===== config.mk =====
export PLATFORM = sky130hd
export DESIGN_NAME = uniform_quantizer_with_dither
export DESIGN_NICKNAME = d
export VERILOG_FILES = /design/src/sv/uqd_pkg.sv /design/src/sv/uqd_front.sv /design/src/sv/uqd_fifo.sv /design/src/sv/uqd_div.sv /design/src/sv/uqd_back.sv /design/src/sv/uniform_quantizer_with_dither.sv
export SDC_FILE = /design/constraint.sdc
export NUM_CORES = 1
export LEC_CHECK = 0
export ABC_CLOCK_PERIOD_IN_PS = 10000
export BUFFER_PORTS_ARGS = -buffer_cell sky130_fd_sc_hd__buf_4
export CAP_MARGIN = 0
export CORE_ASPECT_RATIO = 0.8
export CORE_UTILIZATION = 40
export CTS_CLUSTER_SIZE = 16
export DETAILED_ROUTE_END_ITERATION = 8
export PLACE_DENSITY = 0.58
export SYNTH_ARGS = -nofsm -noshare
export SYNTH_HDL_FRONTEND = slang
export SYNTH_HIERARCHICAL = 1
export SYNTH_SLANG_ARGS = --single-unit

===== constraint.sdc =====
create_clock -name clk -period 10 [get_ports clk]
set_input_delay 0 -clock clk [delete_from_list [all_inputs] [get_ports clk]]
set_output_delay 0 -clock clk [all_outputs]
set_load 0.01 [all_outputs]

===== src/sv/uqd_pkg.sv =====
// Shared widths, register indexes and the queue entry type for the dithered quantizer.
package uqd_pkg;

    localparam int PIXEL_W = 8;
    localparam int RAND_W = 16;
    localparam int LEVEL_W = 9;
    localparam int JIT_SHIFT = 7;
    localparam int CFG_INDEX_W = 1;
    localparam int CFG_DATA_W = LEVEL_W;
    localparam int QUEUE_DEPTH = 2;

    localparam int GRAY_LEVELS_DEF = 256;
    localparam int FRACTION_BITS_DEF = 16;

    localparam logic [CFG_INDEX_W-1:0] REG_LEVEL_COUNT = 1'b0;
    localparam logic [CFG_INDEX_W-1:0] REG_DITHER_ENABLE = 1'b1;

    localparam logic [LEVEL_W-1:0] LEVEL_RESET = 9'd256;
    localparam logic [LEVEL_W-1:0] LEVEL_MIN = 9'd2;
    localparam logic [PIXEL_W-1:0] PIXEL_MAX = 8'hFF;

    typedef struct packed {
        logic [PIXEL_W-1:0] pixel;
        logic [RAND_W-1:0]  rnd;
        logic [LEVEL_W-1:0] levels;
        logic               dither;
        logic               add;
    } item_t;

endpackage


===== src/sv/uqd_front.sv =====
// Front end: accept a pixel beat, settle level count and jitter sign, push to the queue.
module uqd_front
    import uqd_pkg::*;
#(
    parameter int GRAY_LEVELS = GRAY_LEVELS_DEF
)
(
    input  logic               clk,
    input  logic               rst_n,
    input  logic               in_valid,
    output logic               in_stall,
    input  logic [PIXEL_W-1:0] pixel_value,
    input  logic [RAND_W-1:0]  random_fraction,
    input  logic               channel_start,
    input  logic [LEVEL_W-1:0] level_count,
    input  logic               dither_enable,
    input  logic               queue_full,
    output logic               push,
    output item_t              entry
);

    localparam int LEVEL_TOP = (1 << LEVEL_W) - 1;
    localparam logic [LEVEL_W-1:0] LEVEL_MAX =
        LEVEL_W'((GRAY_LEVELS > LEVEL_TOP) ? LEVEL_TOP : GRAY_LEVELS);

    logic               add_next_reg;
    logic               add_next_next;
    logic               add_now;
    logic [LEVEL_W-1:0] levels;

    assign in_stall = queue_full;
    assign push     = in_valid && !queue_full;
    assign add_now  = channel_start || add_next_reg;

    always_comb
    begin
        if (level_count < LEVEL_MIN)
        begin
            levels = LEVEL_MIN;
        end
        else if (level_count > LEVEL_MAX)
        begin
            levels = LEVEL_MAX;
        end
        else
        begin
            levels = level_count;
        end
    end

    always_comb
    begin
        entry.pixel  = pixel_value;
        entry.rnd    = random_fraction;
        entry.levels = levels;
        entry.dither = dither_enable;
        entry.add    = add_now;
    end

    // flip the sign only when jitter is actually applied
    always_comb
    begin
        add_next_next = add_next_reg;
        if (push)
        begin
            add_next_next = dither_enable ? !add_now : add_now;
        end
    end

    always_ff @(posedge clk or negedge rst_n)
    begin
        if (!rst_n)
        begin
            add_next_reg <= 1'b1;
        end
        else
        begin
            add_next_reg <= add_next_next;
        end
    end

endmodule


===== src/sv/uqd_fifo.sv =====
// Small queue between the front end and the back end.
module uqd_fifo
    import uqd_pkg::*;
(
    input  logic  clk,
    input  logic  rst_n,
    input  logic  push,
    input  item_t push_data,
    input  logic  pop,
    output item_t head,
    output logic  full,
    output logic  empty
);

    localparam int PTR_W = (QUEUE_DEPTH > 1) ? $clog2(QUEUE_DEPTH) : 1;
    localparam int CNT_W = $clog2(QUEUE_DEPTH + 1);
    localparam logic [CNT_W-1:0] CNT_FULL = CNT_W'(QUEUE_DEPTH);
    localparam logic [PTR_W-1:0] PTR_LAST = PTR_W'(QUEUE_DEPTH - 1);

    item_t            mem [QUEUE_DEPTH];
    logic [PTR_W-1:0] wr_ptr_reg;
    logic [PTR_W-1:0] wr_ptr_next;
    logic [PTR_W-1:0] rd_ptr_reg;
    logic [PTR_W-1:0] rd_ptr_next;
    logic [CNT_W-1:0] count_reg;
    logic [CNT_W-1:0] count_next;
    logic             do_push;
    logic             do_pop;

    assign full    = (count_reg == CNT_FULL);
    assign empty   = (count_reg == '0);
    assign do_push = push && !full;
    assign do_pop  = pop && !empty;
    assign head    = mem[rd_ptr_reg];

    always_comb
    begin
        wr_ptr_next = wr_ptr_reg;
        rd_ptr_next = rd_ptr_reg;
        count_next  = count_reg;
        if (do_push)
        begin
            wr_ptr_next = (wr_ptr_reg == PTR_LAST) ? '0 : wr_ptr_reg + 1'b1;
        end
        if (do_pop)
        begin
            rd_ptr_next = (rd_ptr_reg == PTR_LAST) ? '0 : rd_ptr_reg + 1'b1;
        end
        if (do_push && !do_pop)
        begin
            count_next = count_reg + 1'b1;
        end
        else if (do_pop && !do_push)
        begin
            count_next = count_reg - 1'b1;
        end
    end

    always_ff @(posedge clk)
    begin
        if (do_push)
        begin
            mem[wr_ptr_reg] <= push_data;
        end
    end

    always_ff @(posedge clk or negedge rst_n)
    begin
        if (!rst_n)
        begin
            wr_ptr_reg <= '0;
            rd_ptr_reg <= '0;
            count_reg  <= '0;
        end
        else
        begin
            wr_ptr_reg <= wr_ptr_next;
            rd_ptr_reg <= rd_ptr_next;
            count_reg  <= count_next;
        end
    end

endmodule


===== src/sv/uqd_div.sv =====
// Restoring divider, one quotient bit per cycle, shared by jitter and midpoint math.
module uqd_div
#(
    parameter int DW = 25,
    parameter int QW = 23
)
(
    input  logic                       clk,
    input  logic                       rst_n,
    input  logic                       start,
    input  logic [DW-1:0]              den,
    input  logic [DW-1:0]              rem_init,
    input  logic [QW-1:0]              sr_init,
    input  logic [$clog2(QW+1)-1:0]    steps,
    output logic                       busy,
    output logic [QW-1:0]              quo
);

    localparam int CW = $clog2(QW + 1);

    logic [DW-1:0] den_reg;
    logic [DW-1:0] rem_reg;
    logic [DW-1:0] rem_next;
    logic [QW-1:0] sr_reg;
    logic [QW-1:0] sr_next;
    logic [CW-1:0] cnt_reg;
    logic [CW-1:0] cnt_next;
    logic [DW:0]   trial;
    logic [DW:0]   diff;

    assign busy = (cnt_reg != '0);
    assign quo  = sr_reg;

    // bring down the next numerator bit, subtract when it fits
    assign trial = {rem_reg, sr_reg[QW-1]};
    assign diff  = trial - {1'b0, den_reg};

    always_comb
    begin
        rem_next = rem_reg;
        sr_next  = sr_reg;
        cnt_next = cnt_reg;
        if (start)
        begin
            rem_next = rem_init;
            sr_next  = sr_init;
            cnt_next = steps;
        end
        else if (busy)
        begin
            cnt_next = cnt_reg - 1'b1;
            if (trial >= {1'b0, den_reg})
            begin
                rem_next = diff[DW-1:0];
                sr_next  = {sr_reg[QW-2:0], 1'b1};
            end
            else
            begin
                rem_next = trial[DW-1:0];
                sr_next  = {sr_reg[QW-2:0], 1'b0};
            end
        end
    end

    always_ff @(posedge clk)
    begin
        if (start)
        begin
            den_reg <= den;
        end
        rem_reg <= rem_next;
        sr_reg  <= sr_next;
    end

    always_ff @(posedge clk or negedge rst_n)
    begin
        if (!rst_n)
        begin
            cnt_reg <= '0;
        end
        else
        begin
            cnt_reg <= cnt_next;
        end
    end

endmodule


===== src/sv/uqd_back.sv =====
// Back end: jitter, clamp, bin index and bin midpoint for one queued pixel at a time.
module uqd_back
    import uqd_pkg::*;
#(
    parameter int FRACTION_BITS = FRACTION_BITS_DEF
)
(
    input  logic               clk,
    input  logic               rst_n,
    input  item_t              head,
    input  logic               queue_empty,
    output logic               pop,
    output logic               out_valid,
    input  logic               out_stall,
    output logic [PIXEL_W-1:0] quantized_value
);

    localparam int VW = FRACTION_BITS + PIXEL_W;
    localparam int JW = FRACTION_BITS + JIT_SHIFT;
    localparam int QW = JW;
    localparam int DW = RAND_W + LEVEL_W;
    localparam int PW = VW + LEVEL_W;
    localparam int CW = $clog2(QW + 1);
    localparam int NW = LEVEL_W + 10;

    localparam logic [2:0] ST_IDLE   = 3'd0;
    localparam logic [2:0] ST_JDIV   = 3'd1;
    localparam logic [2:0] ST_APPLY  = 3'd2;
    localparam logic [2:0] ST_MUL    = 3'd3;
    localparam logic [2:0] ST_QSTART = 3'd4;
    localparam logic [2:0] ST_QDIV   = 3'd5;
    localparam logic [2:0] ST_HOLD   = 3'd6;

    localparam logic [VW-1:0] VJ_TOP = {PIXEL_MAX, {FRACTION_BITS{1'b0}}};

    logic [2:0]         state_reg;
    logic [2:0]         state_next;
    item_t              cur_reg;
    logic [VW-1:0]      vj_reg;
    logic [VW-1:0]      vj_next;
    logic [PW-1:0]      prod_reg;
    logic [PIXEL_W-1:0] qv_reg;
    logic [PIXEL_W-1:0] qv_next;
    logic               out_valid_reg;
    logic               out_valid_next;
    logic [PIXEL_W-1:0] out_data_reg;
    logic               out_load;

    logic               div_start;
    logic [DW-1:0]      div_den;
    logic [DW-1:0]      div_rem_init;
    logic [QW-1:0]      div_sr_init;
    logic [CW-1:0]      div_steps;
    logic               div_busy;
    logic [QW-1:0]      div_quo;

    logic [JW-1:0]      jit;
    logic [VW-1:0]      vj_base;
    logic [VW:0]        vj_sum;
    logic [VW-1:0]      jit_ext;
    logic [LEVEL_W-1:0] k_raw;
    logic [LEVEL_W-1:0] k_bin;
    logic [NW-1:0]      q_num;

    assign pop             = (state_reg == ST_IDLE) && !queue_empty;
    assign out_valid       = out_valid_reg;
    assign quantized_value = out_data_reg;
    assign out_load        = (state_reg == ST_HOLD) && (!out_valid_reg || !out_stall);

    // jitter denominator is 65535 * L, midpoint denominator is 2 * L
    always_comb
    begin
        if (state_reg == ST_QSTART)
        begin
            div_start    = 1'b1;
            div_den      = {{(DW - LEVEL_W - 1){1'b0}}, cur_reg.levels, 1'b0};
            div_rem_init = {{(DW - (NW - LEVEL_W)){1'b0}}, q_num[NW-1:LEVEL_W]};
            div_sr_init  = {q_num[LEVEL_W-1:0], {(QW - LEVEL_W){1'b0}}};
            div_steps    = CW'(LEVEL_W);
        end
        else
        begin
            div_start    = pop && head.dither;
            div_den      = {head.levels, {RAND_W{1'b0}}} - {{RAND_W{1'b0}}, head.levels};
            div_rem_init = {{LEVEL_W{1'b0}}, head.rnd};
            div_sr_init  = '0;
            div_steps    = CW'(QW);
        end
    end

    uqd_div #(
        .DW (DW),
        .QW (QW)
    ) u_div (
        .clk      (clk),
        .rst_n    (rst_n),
        .start    (div_start),
        .den      (div_den),
        .rem_init (div_rem_init),
        .sr_init  (div_sr_init),
        .steps    (div_steps),
        .busy     (div_busy),
        .quo      (div_quo)
    );

    // apply jitter and clamp to the pixel range
    always_comb
    begin
        jit     = cur_reg.dither ? div_quo : '0;
        vj_base = {cur_reg.pixel, {FRACTION_BITS{1'b0}}};
        jit_ext = {{(VW - JW){1'b0}}, jit};
        vj_sum  = {1'b0, vj_base} + {1'b0, jit_ext};
        if (cur_reg.add)
        begin
            vj_next = (vj_sum > {1'b0, VJ_TOP}) ? VJ_TOP : vj_sum[VW-1:0];
        end
        else
        begin
            vj_next = (jit_ext > vj_base) ? '0 : vj_base - jit_ext;
        end
    end

    // bin index and midpoint numerator 256*(2k+1) + L
    always_comb
    begin
        k_raw = prod_reg[PW-1:VW];
        k_bin = (k_raw >= cur_reg.levels) ? cur_reg.levels - 1'b1 : k_raw;
        q_num = {1'b0, k_bin, 1'b1, {PIXEL_W{1'b0}}} + {{(NW - LEVEL_W){1'b0}}, cur_reg.levels};
        qv_next = div_quo[LEVEL_W-1] ? PIXEL_MAX : div_quo[PIXEL_W-1:0];
    end

    always_comb
    begin
        state_next = state_reg;
        case (state_reg)
            ST_IDLE:
            begin
                if (!queue_empty)
                begin
                    state_next = head.dither ? ST_JDIV : ST_APPLY;
                end
            end
            ST_JDIV:
            begin
                if (!div_busy)
                begin
                    state_next = ST_APPLY;
                end
            end
            ST_APPLY:
            begin
                state_next = ST_MUL;
            end
            ST_MUL:
            begin
                state_next = ST_QSTART;
            end
            ST_QSTART:
            begin
                state_next = ST_QDIV;
            end
            ST_QDIV:
            begin
                if (!div_busy)
                begin
                    state_next = ST_HOLD;
                end
            end
            ST_HOLD:
            begin
                if (out_load)
                begin
                    state_next = ST_IDLE;
                end
            end
            default:
            begin
                state_next = ST_IDLE;
            end
        endcase
    end

    always_comb
    begin
        out_valid_next = out_valid_reg;
        if (out_load)
        begin
            out_valid_next = 1'b1;
        end
        else if (!out_stall)
        begin
            out_valid_next = 1'b0;
        end
    end

    always_ff @(posedge clk)
    begin
        if (pop)
        begin
            cur_reg <= head;
        end
        if (state_reg == ST_APPLY)
        begin
            vj_reg <= vj_next;
        end
        if (state_reg == ST_MUL)
        begin
            prod_reg <= vj_reg * cur_reg.levels;
        end
        if ((state_reg == ST_QDIV) && !div_busy)
        begin
            qv_reg <= qv_next;
        end
        if (out_load)
        begin
            out_data_reg <= qv_reg;
        end
    end

    always_ff @(posedge clk or negedge rst_n)
    begin
        if (!rst_n)
        begin
            state_reg     <= ST_IDLE;
            out_valid_reg <= 1'b0;
        end
        else
        begin
            state_reg     <= state_next;
            out_valid_reg <= out_valid_next;
        end
    end

endmodule


===== src/sv/uniform_quantizer_with_dither.sv =====
// Top level of the dithered uniform gray-level quantizer: config registers and wiring.
//
//   channel   handshake               payload
//   input     in_valid / in_stall     pixel_value, random_fraction, channel_start
//   output    out_valid / out_stall   quantized_value
//   config    cfg_we                  cfg_index, cfg_data
//
// With dither on, a pixel passes pop, the jitter divide, apply, multiply, divide start, the
// midpoint divide and output load, both divides on the shared one-bit-per-cycle divider;
// with dither off it skips the jitter divide. Output load waits while the output stalls.
// The back end pops the next pixel only after it has loaded the previous one to the output.
// Reset clears the sign state to "add", level_count to 256 and dither off.
// A two-beat queue lets input beats land while the back end works or the output stalls.
module uniform_quantizer_with_dither
    import uqd_pkg::*;
#(
    parameter int GRAY_LEVELS   = GRAY_LEVELS_DEF,
    parameter int FRACTION_BITS = FRACTION_BITS_DEF
)
(
    input  logic                   clk,
    input  logic                   rst_n,
    input  logic                   in_valid,
    output logic                   in_stall,
    input  logic [PIXEL_W-1:0]     pixel_value,
    input  logic [RAND_W-1:0]      random_fraction,
    input  logic                   channel_start,
    output logic                   out_valid,
    input  logic                   out_stall,
    output logic [PIXEL_W-1:0]     quantized_value,
    input  logic                   cfg_we,
    input  logic [CFG_INDEX_W-1:0] cfg_index,
    input  logic [CFG_DATA_W-1:0]  cfg_data
);

    logic [LEVEL_W-1:0] level_count_reg;
    logic [LEVEL_W-1:0] level_count_next;
    logic               dither_enable_reg;
    logic               dither_enable_next;

    logic  push;
    item_t push_data;
    item_t head;
    logic  queue_full;
    logic  queue_empty;
    logic  pop;

    always_comb
    begin
        level_count_next   = level_count_reg;
        dither_enable_next = dither_enable_reg;
        if (cfg_we)
        begin
            case (cfg_index)
                REG_LEVEL_COUNT:
                begin
                    level_count_next = cfg_data[LEVEL_W-1:0];
                end
                REG_DITHER_ENABLE:
                begin
                    dither_enable_next = cfg_data[0];
                end
                default:
                begin
                    level_count_next = level_count_reg;
                end
            endcase
        end
    end

    always_ff @(posedge clk or negedge rst_n)
    begin
        if (!rst_n)
        begin
            level_count_reg   <= LEVEL_RESET;
            dither_enable_reg <= 1'b0;
        end
        else
        begin
            level_count_reg   <= level_count_next;
            dither_enable_reg <= dither_enable_next;
        end
    end

    uqd_front #(
        .GRAY_LEVELS (GRAY_LEVELS)
    ) u_front (
        .clk             (clk),
        .rst_n           (rst_n),
        .in_valid        (in_valid),
        .in_stall        (in_stall),
        .pixel_value     (pixel_value),
        .random_fraction (random_fraction),
        .channel_start   (channel_start),
        .level_count     (level_count_reg),
        .dither_enable   (dither_enable_reg),
        .queue_full      (queue_full),
        .push            (push),
        .entry           (push_data)
    );

    uqd_fifo u_fifo (
        .clk       (clk),
        .rst_n     (rst_n),
        .push      (push),
        .push_data (push_data),
        .pop       (pop),
        .head      (head),
        .full      (queue_full),
        .empty     (queue_empty)
    );

    uqd_back #(
        .FRACTION_BITS (FRACTION_BITS)
    ) u_back (
        .clk             (clk),
        .rst_n           (rst_n),
        .head            (head),
        .queue_empty     (queue_empty),
        .pop             (pop),
        .out_valid       (out_valid),
        .out_stall       (out_stall),
        .quantized_value (quantized_value)
    );

endmodule


==> impl_metrics.tcl <==
set metrics [dict create \
    post-route-period-util 0.5868 \
    synth_cell_type_count 91 \
    synth.yosys.seq_area_share 0.3603 \
    die_area_sq_mm 0.04903 \
    largest_register_ffs 70 \
    routed_wl_um 45250 \
    maxCapViolCount 0 \
    layout_commonest_cell "inv_1" \
    finalSetupViolCount 0 \
    fin_skew_ns 0.01386 \
    rr_endpoint "u_back/prod_reg[32]" \
    whs_ns 0.1702 \
    async_flop_share 0.1021 \
    synthCells 1854 \
    first_pass_iters 5 \
    crit_fanout 26 \
    die_h_um 198.3 \
    row_count 71 \
    viasPerCell 5.168 \
    ios 50 \
    final_nets 2222 \
    max_freq_mhz 170.4 \
    core_area_sq_mm 0.04726 \
    final_cell_mix "245 x inv_1, 211 x edfxtp_1, 189 x nand2_1, 156 x fa_1, 131 x and2_1" \
    port_buffers 49 \
    num_vias 13230 \
    cts_tree "done" \
    grt_overflow 0 \
    start_kind "flip-flop" \
    yosysTopAreaCell "edfxtp_1" \
    drc 0 \
    grt_max_degree 53 \
    fin_cells 2560 \
    cts-resized-gates 0 \
    cp.arrival_ns 6.16 \
    routabilityCongestion 0.8821 \
    fp.dieW_um 247.3 \
    hp-start "random_fraction[5]" \
    yosys.area.top_type_share 0.3290 \
    grt_pass1_wl_um 73000 \
    cp.required_ns 10.29 \
    root_buffer "clkbuf_16" \
    ant_nets 0 \
    area_growth_pct 11.45 \
    dp.final_hpwl_um 32950 \
    htreeDepth 1 \
    cts_buffer_depth 3 \
    ys_warn_count 6 \
    critical_path_class "reg -> reg" \
    place_ws_ns 4.113 \
    placed_cells 2462 \
    netlist_area_sq_mm 0.01926 \
    grt_pass1_vias 13290 \
    tightest_slew_ns 1.292 \
    first_iter_violations 1012 \
    slew_viol_final 0 \
    min_path_type "in -> reg" \
    ff2ff_path_depth 17 \
    status "finished, final reports clean" \
    synth_area_leaders "edfxtp_1 33%, fa_1 16%, ha_1 6.8%" \
    clock_latency_ns 0.55 \
    holdPathStages 2 \
    rsz0062_at_grt "no" \
    track_usage 0.1898 \
    hold_end "u_fifo/mem[0][16]" \
    ys_ff_latch 235 \
    hold_violations 0 \
    end_kind "flip-flop" \
    cts_hold_buf 52 \
    ys.flop_type "edfxtp_1" \
    min_period_ns 5.868 \
    cts_buffers 25 \
    rrSetupSlack_ns 4.13 \
    cts.sinks 235 \
    synth-edff-count 211 \
    syn_area_per_cell_sq_um 10.39 \
    antenna_found_initial 0 \
    postCtsSetupRepairBufs 0 \
    clk_pin_slew_ns 0.07 \
    insertedDiodeCount 0 \
    wire_per_inst_um 17.67 \
    r2r_start "u_back/cur_reg[9]" \
    setup_ws_ns 4.132 \
    drive_gt1_frac 0.1139 \
    initial_core_util 0.4075 \
    fin_setup_tns_ns 0 \
    slew_headroom 0.1353 \
]
## worst max-delay path by stage
stage	from	endpoint	slack [ns]	depth (start not counted)
final	u_back/cur_reg[9]	u_back/prod_reg[32]	4.13	17
after CTS	u_back/cur_reg[9]	u_back/prod_reg[32]	4.08	17
after global placement	u_back/cur_reg[9]	u_back/prod_reg[32]	4.15	17
after detailed placement	u_back/cur_reg[9]	u_back/prod_reg[32]	4.11	17
after global routing	u_back/cur_reg[9]	u_back/prod_reg[32]	3.68	17
after floorplan	u_back/state_reg[1]	u_back/u_div/quo[0]	4.34	8
## per-stage QoR
step / area (sq um) / util
3_5_place_dp: 20070 / 0.4247
6_report: 21460 / 0.4541
5_1_grt: 21460 / 0.4541
3_3_place_gp: 20070 / 0.4247
2_1_floorplan: 19340 / -
4_1_cts: 21460 / 0.4541
## area by class of cell
class                      instances  area [sq um]
timing repair buffer             117          1018
clock buffer                      27         633.1
tap                              620         775.7
clock inverter                    19         227.7
fill                            4372         25800
inverter                         247         927.1
multi-input combinational       1295         10940
sequential                       235          6940
## worst max-delay path, cell delays in order (launching register included)
cell and delay [ns]:
edfxtp_1 1.06, and2_1 0.27, fa_1 0.45, fa_1 0.52, fa_1 0.55, inv_1 0.06, fa_1 0.55, inv_1 0.05
ha_1 0.22, nor4_1 0.27, o41ai_1 0.13, a2111oi_1 0.46, buf_4 0.21, nor3_1 0.08, o21ai_0 0.27, o21ai_0 0.18
a21oi_1 0.20, xnor2_1 0.08
## metal layers
| layer | wire length, um | global-route usage | vias up |
|---|---|---|---|
| li1 | - | - | 6347 |
| met1 | 23140 | 0.2985 | 6507 |
| met2 | 18950 | 0.2741 | 328 |
| met3 | 2331 | 0.02779 | 48 |
| met4 | 826 | 0.03704 | 0 |
| met5 | 0 | 0 | - |
## logic make-up (layout without fill, tap and decap cells)
group / count (synthesis) / in the layout / share of synthesized area
simple gates: 570 / 570 / 0.1476
flops: 235 / 235 / 0.3603
mux: 89 / 89 / 0.05815
buf+inv: 346 / 410 / 0.07771
fa+ha+maj: 261 / 261 / 0.2304
other cells: 2 / 24 / 0.0003900
compound gates: 288 / 288 / 0.09681
xor+xnor: 63 / 63 / 0.02865
## Yosys cell counts (20+ instances only)
cell type  number
a21o_1         20
a21oi_1        85
and2_1        131
buf_4          28
clkbuf_1       56
dfrtp_1        22
edfxtp_1      211
fa_1          156
ha_1          105
inv_1         245
mux2_2         31
mux2_4         38
mux2i_1        20
nand2_1       190
nand3_1        20
nor2_1        111
nor3_1         25
o21ai_0        65
xnor2_1        37
xor2_1         26
Power is left out: the tool's default activity adds up to more than one toggle a clock period on the data nets, which glitch-free logic cannot reach.
